File: src/hw/rtl/gbim_pkg.sv
`timescale 1ns / 1ps
// ----------------------------------------------------------------------------
// gbim_pkg: shared types and constants of the grid bisection index map
// Widths, division chain lengths, axis and region codes, and the structs
// that travel between the divider cells, the geometry unit and the output.
// ----------------------------------------------------------------------------
package gbim_pkg;

  localparam int MAX_EXTENT = 1024;
  localparam int DIM_W      = 11;
  localparam int IDX_W      = 30;
  localparam int COORD_W    = $clog2(MAX_EXTENT);
  localparam int Q1_W       = 2 * COORD_W;
  localparam int PROD_W     = 2 * DIM_W;
  localparam int CFG_IDX_W  = 2;

  // x = i mod nx needs one cell per bit of i / nx, then one per bit of z
  localparam int N_CELLS_X  = Q1_W;
  localparam int N_CELLS_Y  = COORD_W;
  localparam int N_CELLS    = N_CELLS_X + N_CELLS_Y;
  // edges from the accepting edge to the edge that takes the result
  localparam int PIPE_DEPTH = N_CELLS + 3;

  typedef enum logic [CFG_IDX_W-1:0] {
    CFG_SIZE_X = 2'd0,
    CFG_SIZE_Y = 2'd1,
    CFG_SIZE_Z = 2'd2
  } cfg_reg_t;

  typedef enum logic [1:0] {
    AXIS_X = 2'd0,
    AXIS_Y = 2'd1,
    AXIS_Z = 2'd2
  } axis_t;

  typedef enum logic [1:0] {
    REGION_LEFT  = 2'd0,
    REGION_RIGHT = 2'd1,
    REGION_SEP   = 2'd2
  } region_t;

  // sideband that rides along the divider chain
  typedef struct packed {
    logic               bad;
    logic [COORD_W-1:0] x;
  } side_t;

  // grid geometry derived from the size registers
  typedef struct packed {
    axis_t              axis;
    logic [COORD_W-1:0] c;
    logic               bad;
    logic [DIM_W-1:0]   nz;
    logic [DIM_W-1:0]   d0_l;
    logic [DIM_W-1:0]   d0_r;
    logic [DIM_W-1:0]   d0_s;
    logic [PROD_W-1:0]  d01_l;
    logic [PROD_W-1:0]  d01_r;
    logic [PROD_W-1:0]  d01_s;
    logic [IDX_W-1:0]   off_r;
    logic [IDX_W-1:0]   off_s;
  } geom_t;

endpackage

File: src/hw/rtl/gbim_div_cell.sv
`timescale 1ns / 1ps
// ----------------------------------------------------------------------------
// gbim_div_cell: one restoring division step
// Shift in the next dividend bit, subtract the divisor when it fits and
// hand the partial remainder and quotient to the next cell.
// ----------------------------------------------------------------------------
module gbim_div_cell (
  input  logic                          clk,
  input  logic                          rst_n,
  input  logic                          vld_i,
  input  logic [gbim_pkg::DIM_W-1:0]    rem_i,
  input  logic [gbim_pkg::Q1_W-1:0]     quo_i,
  input  gbim_pkg::side_t               side_i,
  input  logic [gbim_pkg::DIM_W-1:0]    divisor_i,
  output logic                          vld_o,
  output logic [gbim_pkg::DIM_W-1:0]    rem_o,
  output logic [gbim_pkg::Q1_W-1:0]     quo_o,
  output gbim_pkg::side_t               side_o
);

  logic [gbim_pkg::DIM_W:0]   trial;
  logic [gbim_pkg::DIM_W:0]   diff;
  logic                       fits;
  logic [gbim_pkg::DIM_W-1:0] rem_nxt;
  logic [gbim_pkg::Q1_W-1:0]  quo_nxt;

  logic                       vld_r;
  logic [gbim_pkg::DIM_W-1:0] rem_r;
  logic [gbim_pkg::Q1_W-1:0]  quo_r;
  gbim_pkg::side_t            side_r;

  always_comb begin
    trial   = {rem_i, quo_i[gbim_pkg::Q1_W-1]};
    diff    = trial - {1'b0, divisor_i};
    fits    = (trial >= {1'b0, divisor_i});
    rem_nxt = fits ? diff[gbim_pkg::DIM_W-1:0] : trial[gbim_pkg::DIM_W-1:0];
    quo_nxt = {quo_i[gbim_pkg::Q1_W-2:0], fits};
  end

  always_ff @(posedge clk) begin
    if (!rst_n) begin
      vld_r <= 1'b0;
    end else begin
      vld_r <= vld_i;
    end
  end

  always_ff @(posedge clk) begin
    rem_r  <= rem_nxt;
    quo_r  <= quo_nxt;
    side_r <= side_i;
  end

  assign vld_o  = vld_r;
  assign rem_o  = rem_r;
  assign quo_o  = quo_r;
  assign side_o = side_r;

endmodule

File: src/hw/rtl/gbim_geom.sv
`timescale 1ns / 1ps
// ----------------------------------------------------------------------------
// gbim_geom: grid geometry unit
// Pick the cut axis and plane from the size registers and derive the part
// strides and part offsets over three registered steps.
// ----------------------------------------------------------------------------
module gbim_geom (
  input  logic                        clk,
  input  logic [gbim_pkg::DIM_W-1:0]  size_x,
  input  logic [gbim_pkg::DIM_W-1:0]  size_y,
  input  logic [gbim_pkg::DIM_W-1:0]  size_z,
  output gbim_pkg::geom_t             geo
);

  localparam int OFF_W = gbim_pkg::DIM_W + gbim_pkg::PROD_W;

  // step 1: axis, cut plane, neighbor extents
  gbim_pkg::axis_t              axis;
  logic [gbim_pkg::DIM_W-1:0]   n;
  logic [gbim_pkg::DIM_W-1:0]   nm1;
  logic [gbim_pkg::COORD_W-1:0] c;
  logic [gbim_pkg::DIM_W-1:0]   cr;
  logic [gbim_pkg::DIM_W-1:0]   oa;
  logic [gbim_pkg::DIM_W-1:0]   ob;
  logic [gbim_pkg::DIM_W-1:0]   m;
  logic                         bad;

  gbim_pkg::axis_t              s1_axis_r;
  logic [gbim_pkg::COORD_W-1:0] s1_c_r;
  logic [gbim_pkg::DIM_W-1:0]   s1_cr_r;
  logic [gbim_pkg::DIM_W-1:0]   s1_nm1_r;
  logic [gbim_pkg::DIM_W-1:0]   s1_oa_r;
  logic [gbim_pkg::DIM_W-1:0]   s1_ob_r;
  logic [gbim_pkg::DIM_W-1:0]   s1_m_r;
  logic [gbim_pkg::DIM_W-1:0]   s1_nx_r;
  logic [gbim_pkg::DIM_W-1:0]   s1_ny_r;
  logic [gbim_pkg::DIM_W-1:0]   s1_nz_r;
  logic                         s1_bad_r;

  // step 2: products of two extents
  logic [gbim_pkg::PROD_W-1:0]  other_nxt;
  logic [gbim_pkg::PROD_W-1:0]  wl_nxt;
  logic [gbim_pkg::PROD_W-1:0]  wr_nxt;

  gbim_pkg::axis_t              s2_axis_r;
  logic [gbim_pkg::COORD_W-1:0] s2_c_r;
  logic [gbim_pkg::DIM_W-1:0]   s2_cr_r;
  logic [gbim_pkg::DIM_W-1:0]   s2_nm1_r;
  logic [gbim_pkg::DIM_W-1:0]   s2_nx_r;
  logic [gbim_pkg::DIM_W-1:0]   s2_ny_r;
  logic [gbim_pkg::DIM_W-1:0]   s2_nz_r;
  logic                         s2_bad_r;
  logic [gbim_pkg::PROD_W-1:0]  s2_other_r;
  logic [gbim_pkg::PROD_W-1:0]  s2_wl_r;
  logic [gbim_pkg::PROD_W-1:0]  s2_wr_r;

  // step 3: offsets and per-part strides
  logic [OFF_W-1:0]             off_r_full;
  logic [OFF_W-1:0]             off_s_full;
  gbim_pkg::geom_t              geo_nxt;
  gbim_pkg::geom_t              geo_r;

  always_comb begin
    axis = gbim_pkg::AXIS_Z;
    n    = size_z;
    oa   = size_x;
    ob   = size_y;
    m    = size_x;
    if (size_x >= size_y && size_x >= size_z) begin
      axis = gbim_pkg::AXIS_X;
      n    = size_x;
      oa   = size_y;
      ob   = size_z;
      m    = size_y;
    end else if (size_y >= size_z) begin
      axis = gbim_pkg::AXIS_Y;
      n    = size_y;
      oa   = size_x;
      ob   = size_z;
      m    = size_x;
    end
    nm1 = n - gbim_pkg::DIM_W'(1);
    c   = nm1[gbim_pkg::DIM_W-1:1];
    cr  = nm1 - {1'b0, c};
    bad = (size_x == '0) || (size_y == '0) || (size_z == '0) ||
          (size_x > gbim_pkg::DIM_W'(gbim_pkg::MAX_EXTENT)) ||
          (size_y > gbim_pkg::DIM_W'(gbim_pkg::MAX_EXTENT)) ||
          (size_z > gbim_pkg::DIM_W'(gbim_pkg::MAX_EXTENT));
  end

  always_ff @(posedge clk) begin
    s1_axis_r <= axis;
    s1_c_r    <= c;
    s1_cr_r   <= cr;
    s1_nm1_r  <= nm1;
    s1_oa_r   <= oa;
    s1_ob_r   <= ob;
    s1_m_r    <= m;
    s1_nx_r   <= size_x;
    s1_ny_r   <= size_y;
    s1_nz_r   <= size_z;
    s1_bad_r  <= bad;
  end

  always_comb begin
    other_nxt = {{gbim_pkg::DIM_W{1'b0}}, s1_oa_r} * {{gbim_pkg::DIM_W{1'b0}}, s1_ob_r};
    wl_nxt    = {{(gbim_pkg::DIM_W + 1){1'b0}}, s1_c_r} * {{gbim_pkg::DIM_W{1'b0}}, s1_m_r};
    wr_nxt    = {{gbim_pkg::DIM_W{1'b0}}, s1_cr_r} * {{gbim_pkg::DIM_W{1'b0}}, s1_m_r};
  end

  always_ff @(posedge clk) begin
    s2_axis_r  <= s1_axis_r;
    s2_c_r     <= s1_c_r;
    s2_cr_r    <= s1_cr_r;
    s2_nm1_r   <= s1_nm1_r;
    s2_nx_r    <= s1_nx_r;
    s2_ny_r    <= s1_ny_r;
    s2_nz_r    <= s1_nz_r;
    s2_bad_r   <= s1_bad_r;
    s2_other_r <= other_nxt;
    s2_wl_r    <= wl_nxt;
    s2_wr_r    <= wr_nxt;
  end

  always_comb begin
    off_r_full = {{(gbim_pkg::PROD_W + 1){1'b0}}, s2_c_r} *
                 {{gbim_pkg::DIM_W{1'b0}}, s2_other_r};
    off_s_full = {{gbim_pkg::PROD_W{1'b0}}, s2_nm1_r} *
                 {{gbim_pkg::DIM_W{1'b0}}, s2_other_r};

    geo_nxt.axis  = s2_axis_r;
    geo_nxt.c     = s2_c_r;
    geo_nxt.bad   = s2_bad_r;
    geo_nxt.nz    = s2_nz_r;
    geo_nxt.off_r = off_r_full[gbim_pkg::IDX_W-1:0];
    geo_nxt.off_s = off_s_full[gbim_pkg::IDX_W-1:0];
    geo_nxt.d0_l  = s2_nx_r;
    geo_nxt.d0_r  = s2_nx_r;
    geo_nxt.d0_s  = s2_nx_r;
    geo_nxt.d01_l = s2_other_r;
    geo_nxt.d01_r = s2_other_r;
    geo_nxt.d01_s = s2_other_r;
    case (s2_axis_r)
      gbim_pkg::AXIS_X: begin
        // parts are w by ny by nz, the separator is one plane wide
        geo_nxt.d0_l  = {1'b0, s2_c_r};
        geo_nxt.d0_r  = s2_cr_r;
        geo_nxt.d0_s  = gbim_pkg::DIM_W'(1);
        geo_nxt.d01_l = s2_wl_r;
        geo_nxt.d01_r = s2_wr_r;
        geo_nxt.d01_s = {{gbim_pkg::DIM_W{1'b0}}, s2_ny_r};
      end
      gbim_pkg::AXIS_Y: begin
        geo_nxt.d01_l = s2_wl_r;
        geo_nxt.d01_r = s2_wr_r;
        geo_nxt.d01_s = {{gbim_pkg::DIM_W{1'b0}}, s2_nx_r};
      end
      default: begin
        // cut across z: strides stay nx and nx*ny in every part
      end
    endcase
  end

  always_ff @(posedge clk) begin
    geo_r <= geo_nxt;
  end

  assign geo = geo_r;

endmodule

File: src/hw/rtl/gbim_assemble.sv
`timescale 1ns / 1ps
// ----------------------------------------------------------------------------
// gbim_assemble: region select and index assembly
// Classify the point against the cut plane, form the in-part coordinates,
// multiply by the part strides and add the part offset.
// ----------------------------------------------------------------------------
module gbim_assemble (
  input  logic                          clk,
  input  logic                          rst_n,
  input  logic                          vld_i,
  input  logic                          bad_i,
  input  logic [gbim_pkg::COORD_W-1:0]  x_i,
  input  logic [gbim_pkg::COORD_W-1:0]  y_i,
  input  logic [gbim_pkg::COORD_W-1:0]  z_i,
  input  gbim_pkg::geom_t               geo_i,
  output logic                          out_valid_o,
  output logic [gbim_pkg::IDX_W-1:0]    new_index_o,
  output logic [1:0]                    region_o,
  output logic                          invalid_o
);

  localparam int P1_W = gbim_pkg::COORD_W + gbim_pkg::DIM_W;
  localparam int P2_W = gbim_pkg::COORD_W + gbim_pkg::PROD_W;

  logic [gbim_pkg::COORD_W-1:0] u;
  logic [gbim_pkg::COORD_W-1:0] u_p;
  gbim_pkg::region_t            region;
  logic [gbim_pkg::COORD_W-1:0] a0;
  logic [gbim_pkg::COORD_W-1:0] a1;
  logic [gbim_pkg::COORD_W-1:0] a2;
  logic [gbim_pkg::DIM_W-1:0]   d0;
  logic [gbim_pkg::PROD_W-1:0]  d01;
  logic [gbim_pkg::IDX_W-1:0]   off;
  logic                         inv;

  logic                         e1_vld_r;
  logic                         e1_inv_r;
  gbim_pkg::region_t            e1_region_r;
  logic [gbim_pkg::COORD_W-1:0] e1_a0_r;
  logic [gbim_pkg::COORD_W-1:0] e1_a1_r;
  logic [gbim_pkg::COORD_W-1:0] e1_a2_r;
  logic [gbim_pkg::DIM_W-1:0]   e1_d0_r;
  logic [gbim_pkg::PROD_W-1:0]  e1_d01_r;
  logic [gbim_pkg::IDX_W-1:0]   e1_off_r;

  logic [P1_W-1:0]              p1;
  logic [P2_W-1:0]              p2;
  logic [gbim_pkg::IDX_W-1:0]   s0;

  logic                         e2_vld_r;
  logic                         e2_inv_r;
  gbim_pkg::region_t            e2_region_r;
  logic [P1_W-1:0]              e2_p1_r;
  logic [gbim_pkg::IDX_W-1:0]   e2_p2_r;
  logic [gbim_pkg::IDX_W-1:0]   e2_s0_r;

  logic [gbim_pkg::IDX_W-1:0]   sum;

  logic                         out_valid_r;
  logic [gbim_pkg::IDX_W-1:0]   out_index_r;
  gbim_pkg::region_t            out_region_r;
  logic                         out_invalid_r;

  always_comb begin
    case (geo_i.axis)
      gbim_pkg::AXIS_X: u = x_i;
      gbim_pkg::AXIS_Y: u = y_i;
      default:          u = z_i;
    endcase

    if (u < geo_i.c) begin
      region = gbim_pkg::REGION_LEFT;
      u_p    = u;
    end else if (u > geo_i.c) begin
      region = gbim_pkg::REGION_RIGHT;
      u_p    = u - geo_i.c - gbim_pkg::COORD_W'(1);
    end else begin
      region = gbim_pkg::REGION_SEP;
      u_p    = '0;
    end

    a0 = x_i;
    a1 = y_i;
    a2 = z_i;
    case (geo_i.axis)
      gbim_pkg::AXIS_X: a0 = u_p;
      gbim_pkg::AXIS_Y: a1 = u_p;
      default:          a2 = u_p;
    endcase

    case (region)
      gbim_pkg::REGION_LEFT: begin
        d0  = geo_i.d0_l;
        d01 = geo_i.d01_l;
        off = '0;
      end
      gbim_pkg::REGION_RIGHT: begin
        d0  = geo_i.d0_r;
        d01 = geo_i.d01_r;
        off = geo_i.off_r;
      end
      default: begin
        d0  = geo_i.d0_s;
        d01 = geo_i.d01_s;
        off = geo_i.off_s;
      end
    endcase

    // z beyond the grid covers every index past the last point
    inv = bad_i || geo_i.bad || ({1'b0, z_i} >= geo_i.nz);
  end

  always_ff @(posedge clk) begin
    if (!rst_n) begin
      e1_vld_r    <= 1'b0;
      e2_vld_r    <= 1'b0;
      out_valid_r <= 1'b0;
    end else begin
      e1_vld_r    <= vld_i;
      e2_vld_r    <= e1_vld_r;
      out_valid_r <= e2_vld_r;
    end
  end

  always_ff @(posedge clk) begin
    e1_inv_r    <= inv;
    e1_region_r <= region;
    e1_a0_r     <= a0;
    e1_a1_r     <= a1;
    e1_a2_r     <= a2;
    e1_d0_r     <= d0;
    e1_d01_r    <= d01;
    e1_off_r    <= off;
  end

  always_comb begin
    p1 = {{gbim_pkg::DIM_W{1'b0}}, e1_a1_r} * {{gbim_pkg::COORD_W{1'b0}}, e1_d0_r};
    p2 = {{gbim_pkg::PROD_W{1'b0}}, e1_a2_r} * {{gbim_pkg::COORD_W{1'b0}}, e1_d01_r};
    s0 = e1_off_r + {{(gbim_pkg::IDX_W - gbim_pkg::COORD_W){1'b0}}, e1_a0_r};
  end

  always_ff @(posedge clk) begin
    e2_inv_r    <= e1_inv_r;
    e2_region_r <= e1_region_r;
    e2_p1_r     <= p1;
    e2_p2_r     <= p2[gbim_pkg::IDX_W-1:0];
    e2_s0_r     <= s0;
  end

  always_comb begin
    sum = e2_s0_r + {{(gbim_pkg::IDX_W - P1_W){1'b0}}, e2_p1_r} + e2_p2_r;
  end

  // drop index and region of an invalid request to zero
  always_ff @(posedge clk) begin
    out_invalid_r <= e2_inv_r;
    out_index_r   <= e2_inv_r ? '0 : sum;
    out_region_r  <= e2_inv_r ? gbim_pkg::REGION_LEFT : e2_region_r;
  end

  assign out_valid_o = out_valid_r;
  assign new_index_o = out_index_r;
  assign region_o    = out_region_r;
  assign invalid_o   = out_invalid_r;

endmodule

File: src/hw/rtl/grid_bisection_index_map_top.sv
`timescale 1ns / 1ps
// ----------------------------------------------------------------------------
// grid_bisection_index_map_top: one-level bisection ordering of a 3-D grid
// Maps the linear index of a grid point to its position when the grid is cut
// across its largest extent: left part, right part, separator plane last.
// ----------------------------------------------------------------------------
// Use:
//   Request word: drive in_point_index and raise start; the word is taken at
//   every rising edge with start high and busy low. busy is low whenever the
//   block is out of reset, so one word can be taken in every cycle.
//   Result word: out_valid strobes for one cycle with out_new_index,
//   out_region (0 left, 1 right, 2 separator) and out_invalid. Results leave
//   in request order. The receiver cannot stall the block; it must take each
//   word in the cycle it is shown.
//   Pipeline: the accepting edge loads the word into a chain of 30 divider
//   cells (one quotient bit per cell) that splits the index into x, y and z;
//   three assembly stages follow, the last of which drives the strobe.
//   Throughput is one word per cycle, since every cell hands its word on
//   at each edge.
//   Configuration: cfg_we writes cfg_wdata into size_x, size_y or size_z by
//   cfg_index at the edge; write only while no request is in flight.
//   Reset (rst_n low, synchronous): sizes return to 1 and all words in flight
//   are dropped; busy is high while reset is held. The derived geometry
//   follows a write or reset through the registered steps of gbim_geom.
// ----------------------------------------------------------------------------
module grid_bisection_index_map_top (
  input  logic                              clk,
  input  logic                              rst_n,
  input  logic                              start,
  output logic                              busy,
  input  logic [gbim_pkg::IDX_W-1:0]        in_point_index,
  output logic                              out_valid,
  output logic [gbim_pkg::IDX_W-1:0]        out_new_index,
  output logic [1:0]                        out_region,
  output logic                              out_invalid,
  input  logic                              cfg_we,
  input  logic [gbim_pkg::CFG_IDX_W-1:0]    cfg_index,
  input  logic [gbim_pkg::DIM_W-1:0]        cfg_wdata
);

  localparam int NX = gbim_pkg::N_CELLS_X;
  localparam int NC = gbim_pkg::N_CELLS;
  localparam int CW = gbim_pkg::COORD_W;
  localparam int QW = gbim_pkg::Q1_W;
  localparam int IW = gbim_pkg::IDX_W;

  // size registers
  logic [gbim_pkg::DIM_W-1:0] size_x_r;
  logic [gbim_pkg::DIM_W-1:0] size_y_r;
  logic [gbim_pkg::DIM_W-1:0] size_z_r;

  // chain taps: cell k drives entry k
  logic                       cell_vld [NC];
  logic [gbim_pkg::DIM_W-1:0] cell_rem [NC];
  logic [QW-1:0]              cell_quo [NC];
  gbim_pkg::side_t            cell_side[NC];

  // chain entry and the hand-over from the x divider to the y divider
  logic                       head_vld;
  logic [gbim_pkg::DIM_W-1:0] head_rem;
  logic [QW-1:0]              head_quo;
  gbim_pkg::side_t            head_side;
  logic [QW-1:0]              q1;
  logic [gbim_pkg::DIM_W-1:0] join_rem;
  logic [QW-1:0]              join_quo;
  gbim_pkg::side_t            join_side;

  gbim_pkg::geom_t            geo;

  // hold off requests while reset is asserted
  assign busy = ~rst_n;

  always_ff @(posedge clk) begin
    if (!rst_n) begin
      size_x_r <= gbim_pkg::DIM_W'(1);
      size_y_r <= gbim_pkg::DIM_W'(1);
      size_z_r <= gbim_pkg::DIM_W'(1);
    end else if (cfg_we) begin
      unique case (cfg_index)
        gbim_pkg::CFG_SIZE_X: size_x_r <= cfg_wdata;
        gbim_pkg::CFG_SIZE_Y: size_y_r <= cfg_wdata;
        gbim_pkg::CFG_SIZE_Z: size_z_r <= cfg_wdata;
        default: begin
          // unmapped index: drop the write
        end
      endcase
    end
  end

  gbim_geom u_geom (
    .clk    (clk),
    .size_x (size_x_r),
    .size_y (size_y_r),
    .size_z (size_z_r),
    .geo    (geo)
  );

  // First divider: i / nx. Any valid index has i / nx below 2**QW, so the
  // top CW bits start as the partial remainder; if they already reach nx the
  // index lies past the grid and the word is flagged bad.
  always_comb begin
    head_vld       = start & ~busy;
    head_rem       = {1'b0, in_point_index[IW-1:QW]};
    head_quo       = in_point_index[QW-1:0];
    head_side.bad  = ({1'b0, in_point_index[IW-1:QW]} >= size_x_r);
    head_side.x    = '0;
  end

  // Second divider: (i / nx) / ny. The quotient goes in through the upper
  // CW bits of the shift word; its top CW bits start the remainder, with the
  // same overflow check against ny. x is the first remainder.
  always_comb begin
    q1             = cell_quo[NX-1];
    join_rem       = {1'b0, q1[QW-1:CW]};
    join_quo       = {q1[CW-1:0], {(QW - CW){1'b0}}};
    join_side.bad  = cell_side[NX-1].bad || ({1'b0, q1[QW-1:CW]} >= size_y_r);
    join_side.x    = cell_rem[NX-1][CW-1:0];
  end

  for (genvar k = 0; k < NC; k++) begin : g_cell
    logic                       vld_in;
    logic [gbim_pkg::DIM_W-1:0] rem_in;
    logic [QW-1:0]              quo_in;
    gbim_pkg::side_t            side_in;
    logic [gbim_pkg::DIM_W-1:0] divisor;

    if (k == 0) begin : g_head
      assign vld_in  = head_vld;
      assign rem_in  = head_rem;
      assign quo_in  = head_quo;
      assign side_in = head_side;
    end else if (k == NX) begin : g_join
      assign vld_in  = cell_vld[k-1];
      assign rem_in  = join_rem;
      assign quo_in  = join_quo;
      assign side_in = join_side;
    end else begin : g_link
      assign vld_in  = cell_vld[k-1];
      assign rem_in  = cell_rem[k-1];
      assign quo_in  = cell_quo[k-1];
      assign side_in = cell_side[k-1];
    end

    if (k < NX) begin : g_div_x
      assign divisor = size_x_r;
    end else begin : g_div_y
      assign divisor = size_y_r;
    end

    gbim_div_cell u_cell (
      .clk       (clk),
      .rst_n     (rst_n),
      .vld_i     (vld_in),
      .rem_i     (rem_in),
      .quo_i     (quo_in),
      .side_i    (side_in),
      .divisor_i (divisor),
      .vld_o     (cell_vld[k]),
      .rem_o     (cell_rem[k]),
      .quo_o     (cell_quo[k]),
      .side_o    (cell_side[k])
    );
  end

  // chain tail: remainder is y, low quotient bits are z
  gbim_assemble u_asm (
    .clk         (clk),
    .rst_n       (rst_n),
    .vld_i       (cell_vld[NC-1]),
    .bad_i       (cell_side[NC-1].bad),
    .x_i         (cell_side[NC-1].x),
    .y_i         (cell_rem[NC-1][CW-1:0]),
    .z_i         (cell_quo[NC-1][CW-1:0]),
    .geo_i       (geo),
    .out_valid_o (out_valid),
    .new_index_o (out_new_index),
    .region_o    (out_region),
    .invalid_o   (out_invalid)
  );

endmodule

File: config.mk
export PLATFORM = sky130hd
export DESIGN_NAME = grid_bisection_index_map_top
export DESIGN_NICKNAME = d
export VERILOG_FILES = /design/src/hw/rtl/gbim_pkg.sv /design/src/hw/rtl/gbim_div_cell.sv /design/src/hw/rtl/gbim_geom.sv /design/src/hw/rtl/gbim_assemble.sv /design/src/hw/rtl/grid_bisection_index_map_top.sv
export SDC_FILE = /design/constraint.sdc
export NUM_CORES = 2
export LEC_CHECK = 0
export BUFFER_PORTS_ARGS = -buffer_cell sky130_fd_sc_hd__buf_2
export CELL_PAD_IN_SITES_DETAIL_PLACEMENT = 0
export CELL_PAD_IN_SITES_GLOBAL_PLACEMENT = 2
export CORE_MARGIN = 2
export CORE_UTILIZATION = 39
export CTS_BUF_LIST = sky130_fd_sc_hd__clkbuf_8
export CTS_CLUSTER_DIAMETER = 120
export DETAILED_ROUTE_END_ITERATION = 8
export GPL_TIMING_DRIVEN = 0
export PLACE_DENSITY = 0.81
export SYNTH_ARGS = -nofsm -noshare
export SYNTH_HDL_FRONTEND = slang
export SYNTH_SLANG_ARGS = --single-unit
File: constraint.sdc
create_clock -name clk -period 5.5 [get_ports clk]
set_clock_uncertainty 0.2 [all_clocks]
set_input_delay 0.275 -clock clk [delete_from_list [all_inputs] [get_ports clk]]
set_output_delay 0.275 -clock clk [all_outputs]
set_load 0.02 [all_outputs]
==> results.ini <==
[status]
status = complete, but fails checks
violated_checks = negative setup slack

[cts]
tritoncts = yes
clock-sinks = 1621
htreeDepth = 5
cts.path.max_buffers = 4
clkSlewWorstSetupHoldPaths_ps = 60
numCtsBuffers = 293
clk_root_buffer_cell = sky130_fd_sc_hd__clkbuf_8
later_pin_clock_latency_in_the_skew_report_ps = 1000

[synth]
netlist_top_cells_count = sky130_fd_sc_hd__dfxtp_1, sky130_fd_sc_hd__inv_1, sky130_fd_sc_hd__nand2_1
synthTopCellsByArea = sky130_fd_sc_hd__dfxtp_1, sky130_fd_sc_hd__fa_1, sky130_fd_sc_hd__ha_1
netlist_area_mm2 = 0.0909
dominant_cell_by_count_in_the_synthesized_netlist = sky130_fd_sc_hd__dfxtp_1
ys.warnings.count = 0
synth.distinct_cells = 79
synth_top_family_by_area = adder cells
synth_cells = 9344
sequential_fraction_of_the_synthesis_area_pct = 35.7
synth_compound_gate_area_share_pct = 8.89
synth.area.mux_share_pct = 4.62
synth_simple_gate_area_share_pct = 13.9
synth-edff-count = 0
post_synth_xor_area_fraction_pct = 2.92
synth.net_count = 11000
yosys_register_bits = 1621
synth_async_sr_flop_share_pct = 0
syn_area_per_cell_um2 = 9.73
synth_top_cell_by_area = sky130_fd_sc_hd__dfxtp_1
synth_top_flop_cell = sky130_fd_sc_hd__dfxtp_1
synth_top_area_share_pct = 35.7
synth_fa_ha_area_share_pct = 27.5

[finish]
fin_nets = 11700
drive_above_1_share_pct = 16.5
syn_to_final_growth_pct = 19.3

[detailed_routing]
route.detailed.drc = 0
vias = 65000
final_antenna_net_count = 0
dr.pass1.iters = 5
route.detailed.vias_per_inst = 4.89
routed_wl_mm = 244
drt-wirelength-per-cell_um = 18.4
1st_iter_drt_viols = 2984

[power]
p_sw_mw = 30.9
power_per_cell_area_mw_per_mm2 = 677
netSwitchingFraction_pct = 42.0
share_seq_of_total_power_pct = 25.1
clk_network_pwr_share_pct = 15.8
vdd_drop_max_mv = 1.39
static-leakage-power_nw = 50.2
combPwrFrac_pct = 59.1
internal_power_mw = 42.6

[sta]
finalSetupViolations = 20
setup_slack_ps = -265
period_minus_slack_ps = 5770
tightest_slew_ps = 1140
final.period_utilization_pct = 105
drv_slew = 0
fin_worst_hold_slack_ps = 75.6
fmax_mhz = 173
slew_headroom_pct = 23.9
rsz0062_at_grt = true
hold_viol_final = 0

[floorplanning]
coreArea_mm2 = 0.232
start_util_pct = 39.2
design.die.area_mm2 = 0.237
fp.dieW_um = 487
die_h_um = 487
placementRows = 177
pin_count = 82

[worst_setup_path]
path_cells = clkbuf_16, buf_4, nand2_1, fa_1, inv_1, fa_1, inv_2, fa_2, fa_2, fa_2, inv_2, ha_4, a2111o_1, or3_4, o2111ai_4, nand3_2, and2_4, a211o_1, a21oi_2, xnor2_1
timing.critical_path.mode_cell = sky130_fd_sc_hd__fa_2
path_delay_family = adder cells
r2r_slack_ps = -270
worstPathMaxFanout = 4
cp-end-kind = flip-flop
worst-endpoint-required_ps = 6120
worst-setup-path-type = flip-flop to flip-flop
crit_path_start_kind = flip-flop
max_incr_delay_on_cp_ps = 560
arrival_ps = 6390
critical-path-slowest-cell = sky130_fd_sc_hd__fa_2
worst-path-buf-inv = 5

[global_route]
grt_overflow_total = 0
grt_usage_pct = 20.5
grt_pass1_wl_mm = 380
grt_pass1_vias = 67500
grt_start_max_net_pins = 26
grt_antenna_before_repair = 25

[run]
timing.max_cap.violations = 0

[min_path]
hp-class = input port to flip-flop

[place]
dp_worst_setup_slack_ps = -1780
portbufs = 80
final_replace_weighted_congestion = 0.895
dpl.hpwl_mm = 185

==> registers in the layout (all words and copies together) (netlist names), 21 cells and up <==
| register | flops |
|---|---|
| g_cell.u_cell.vld_o | 30 |
| u_asm.new_index_o | 30 |
| u_asm.e2_p2_r | 30 |
| u_geom.s2_other_r | 22 |
| g_cell.u_cell.side_o | 130 |
| g_cell.divisor | 22 |
| u_geom.geo | 181 |
| u_asm.e2_p1_r | 21 |
| g_cell.u_cell.rem_o | 328 |
| g_cell.u_cell.quo_o | 500 |
| u_geom.s2_wr_r | 22 |
| u_asm.e1_off_r | 30 |
| u_asm.e1_d01_r | 22 |
| u_asm.e2_s0_r | 30 |
| u_geom.s2_wl_r | 21 |
==> metrics by stage <==
stage                     cell area (um2)  TNS, ps  power, mW  cells  util (%)
final                              108000    -2280       73.5  13300      46.7
after global placement              95100   -79890       53.8  12500      41.0
after floorplan                     90900    -87.4       44.5   9344         -
after detailed placement            95300   -72340       54.0  12500      41.1
after global routing               108000    -5910       80.0  13300      46.7
after CTS                          107000    -3630       71.5  13200      46.1
==> per-layer routing <==
layer | up-vias | global-route usage (%) | share of wire [%]
met5 | - | 0 | 0.023
met4 | 10 | 7.00 | 3.4
met3 | 453 | 3.00 | 4.1
met2 | 1289 | 34.3 | 47
met1 | 31300 | 26.9 | 46
li1 | 31900 | - | -
==> final timing paths <==
check | to | cells past startpoint | from
worst max register to register | u_geom.geo[59] | 20 | u_geom.s2_c_r[5]
worst min register to register | g_cell[4].u_cell.quo_o[6] | 0 | g_cell[3].u_cell.quo_o[5]
worst min-delay path | g_cell[0].divisor[0] | 4 | cfg_wdata[0]
worst max-delay path | u_geom.geo[59] | 20 | u_geom.s2_c_r[5]
==> logic make-up after synthesis <==
family                     Yosys count
AOI/OAI and AO/OA                 1284
xor gates and xnor gates           301
adders and majority gates         1566
buffers and inverters             1537
DFF                               1621
muxes                              391
and+or+nand+nor                   2644
==> worst min-delay path: stages <==
cell	delay, ps
sky130_fd_sc_hd__dlygate4sd3_1	640
sky130_fd_sc_hd__buf_2	180
sky130_fd_sc_hd__nand2_1	50
sky130_fd_sc_hd__o211ai_1	70
==> power by group through the flow <==
stage / registers (mW) / clock network [mW] / logic (mW)
global placement: 18.3 / 0 / 35.5
detailed placement: 18.3 / 0 / 35.7
finish: 18.4 / 11.6 / 43.4
floorplan: 17.0 / 0 / 27.5
global route: 18.8 / 12.5 / 48.7
CTS: 18.4 / 12.0 / 41.1
==> what timing repair did <==
item	in CTS	in global routing
hold endpoints to repair	97	0
pin swaps	200	226
hold buffers	100	0
cloned	3	2
endpoints found under the setup margin	129	82
gates resized for setup	795	344
buffers inserted	182	80
==> cell type report <==
cell class | count | area, um2
clock buffers | 371 | 5110
multi-input cells | 6186 | 54800
well taps | 3043 | 3810
diodes | 15 | 37.5
inverters | 1251 | 4740
clock inverters | 123 | 1000
repair buffers | 447 | 3790
fillers | 21800 | 124000
flip-flops and latches | 1621 | 32800
plain buffers | 248 | 2470
==> layout by cell type (no fill, tap or decap), types with 40 or more instances in the layout <==
cell / synthesis / final
sky130_fd_sc_hd__nand2b_1: 69 / 69
sky130_fd_sc_hd__xor2_1: 93 / 90
sky130_fd_sc_hd__a21oi_1: 266 / 238
sky130_fd_sc_hd__dlygate4sd3_1: 0 / 100
sky130_fd_sc_hd__nand3_1: 136 / 130
sky130_fd_sc_hd__mux2_2: 225 / 225
sky130_fd_sc_hd__dfxtp_1: 1621 / 1504
sky130_fd_sc_hd__nand2_1: 978 / 941
sky130_fd_sc_hd__clkbuf_8: 0 / 407
sky130_fd_sc_hd__mux2i_1: 166 / 166
sky130_fd_sc_hd__inv_2: 1 / 65
sky130_fd_sc_hd__a21o_1: 83 / 83
sky130_fd_sc_hd__nor2b_1: 122 / 121
sky130_fd_sc_hd__inv_1: 1250 / 1228
sky130_fd_sc_hd__ha_4: 0 / 58
sky130_fd_sc_hd__and2_1: 446 / 422
sky130_fd_sc_hd__o21ai_0: 395 / 366
sky130_fd_sc_hd__nor2_1: 485 / 468
sky130_fd_sc_hd__xnor2_1: 207 / 198
sky130_fd_sc_hd__ha_1: 841 / 776
sky130_fd_sc_hd__nand4_1: 77 / 77
sky130_fd_sc_hd__a21boi_0: 153 / 149
sky130_fd_sc_hd__o21ai_1: 59 / 67
sky130_fd_sc_hd__buf_4: 0 / 220
sky130_fd_sc_hd__dfxtp_4: 0 / 67
sky130_fd_sc_hd__nor3_1: 161 / 154
sky130_fd_sc_hd__fa_1: 725 / 694
sky130_fd_sc_hd__clkbuf_1: 246 / 88
sky130_fd_sc_hd__clkinv_2: 0 / 40
sky130_fd_sc_hd__buf_2: 26 / 106
sky130_fd_sc_hd__dfxtp_2: 0 / 50
sky130_fd_sc_hd__o21a_1: 49 / 46
Power figures use the tool's default switching activity.
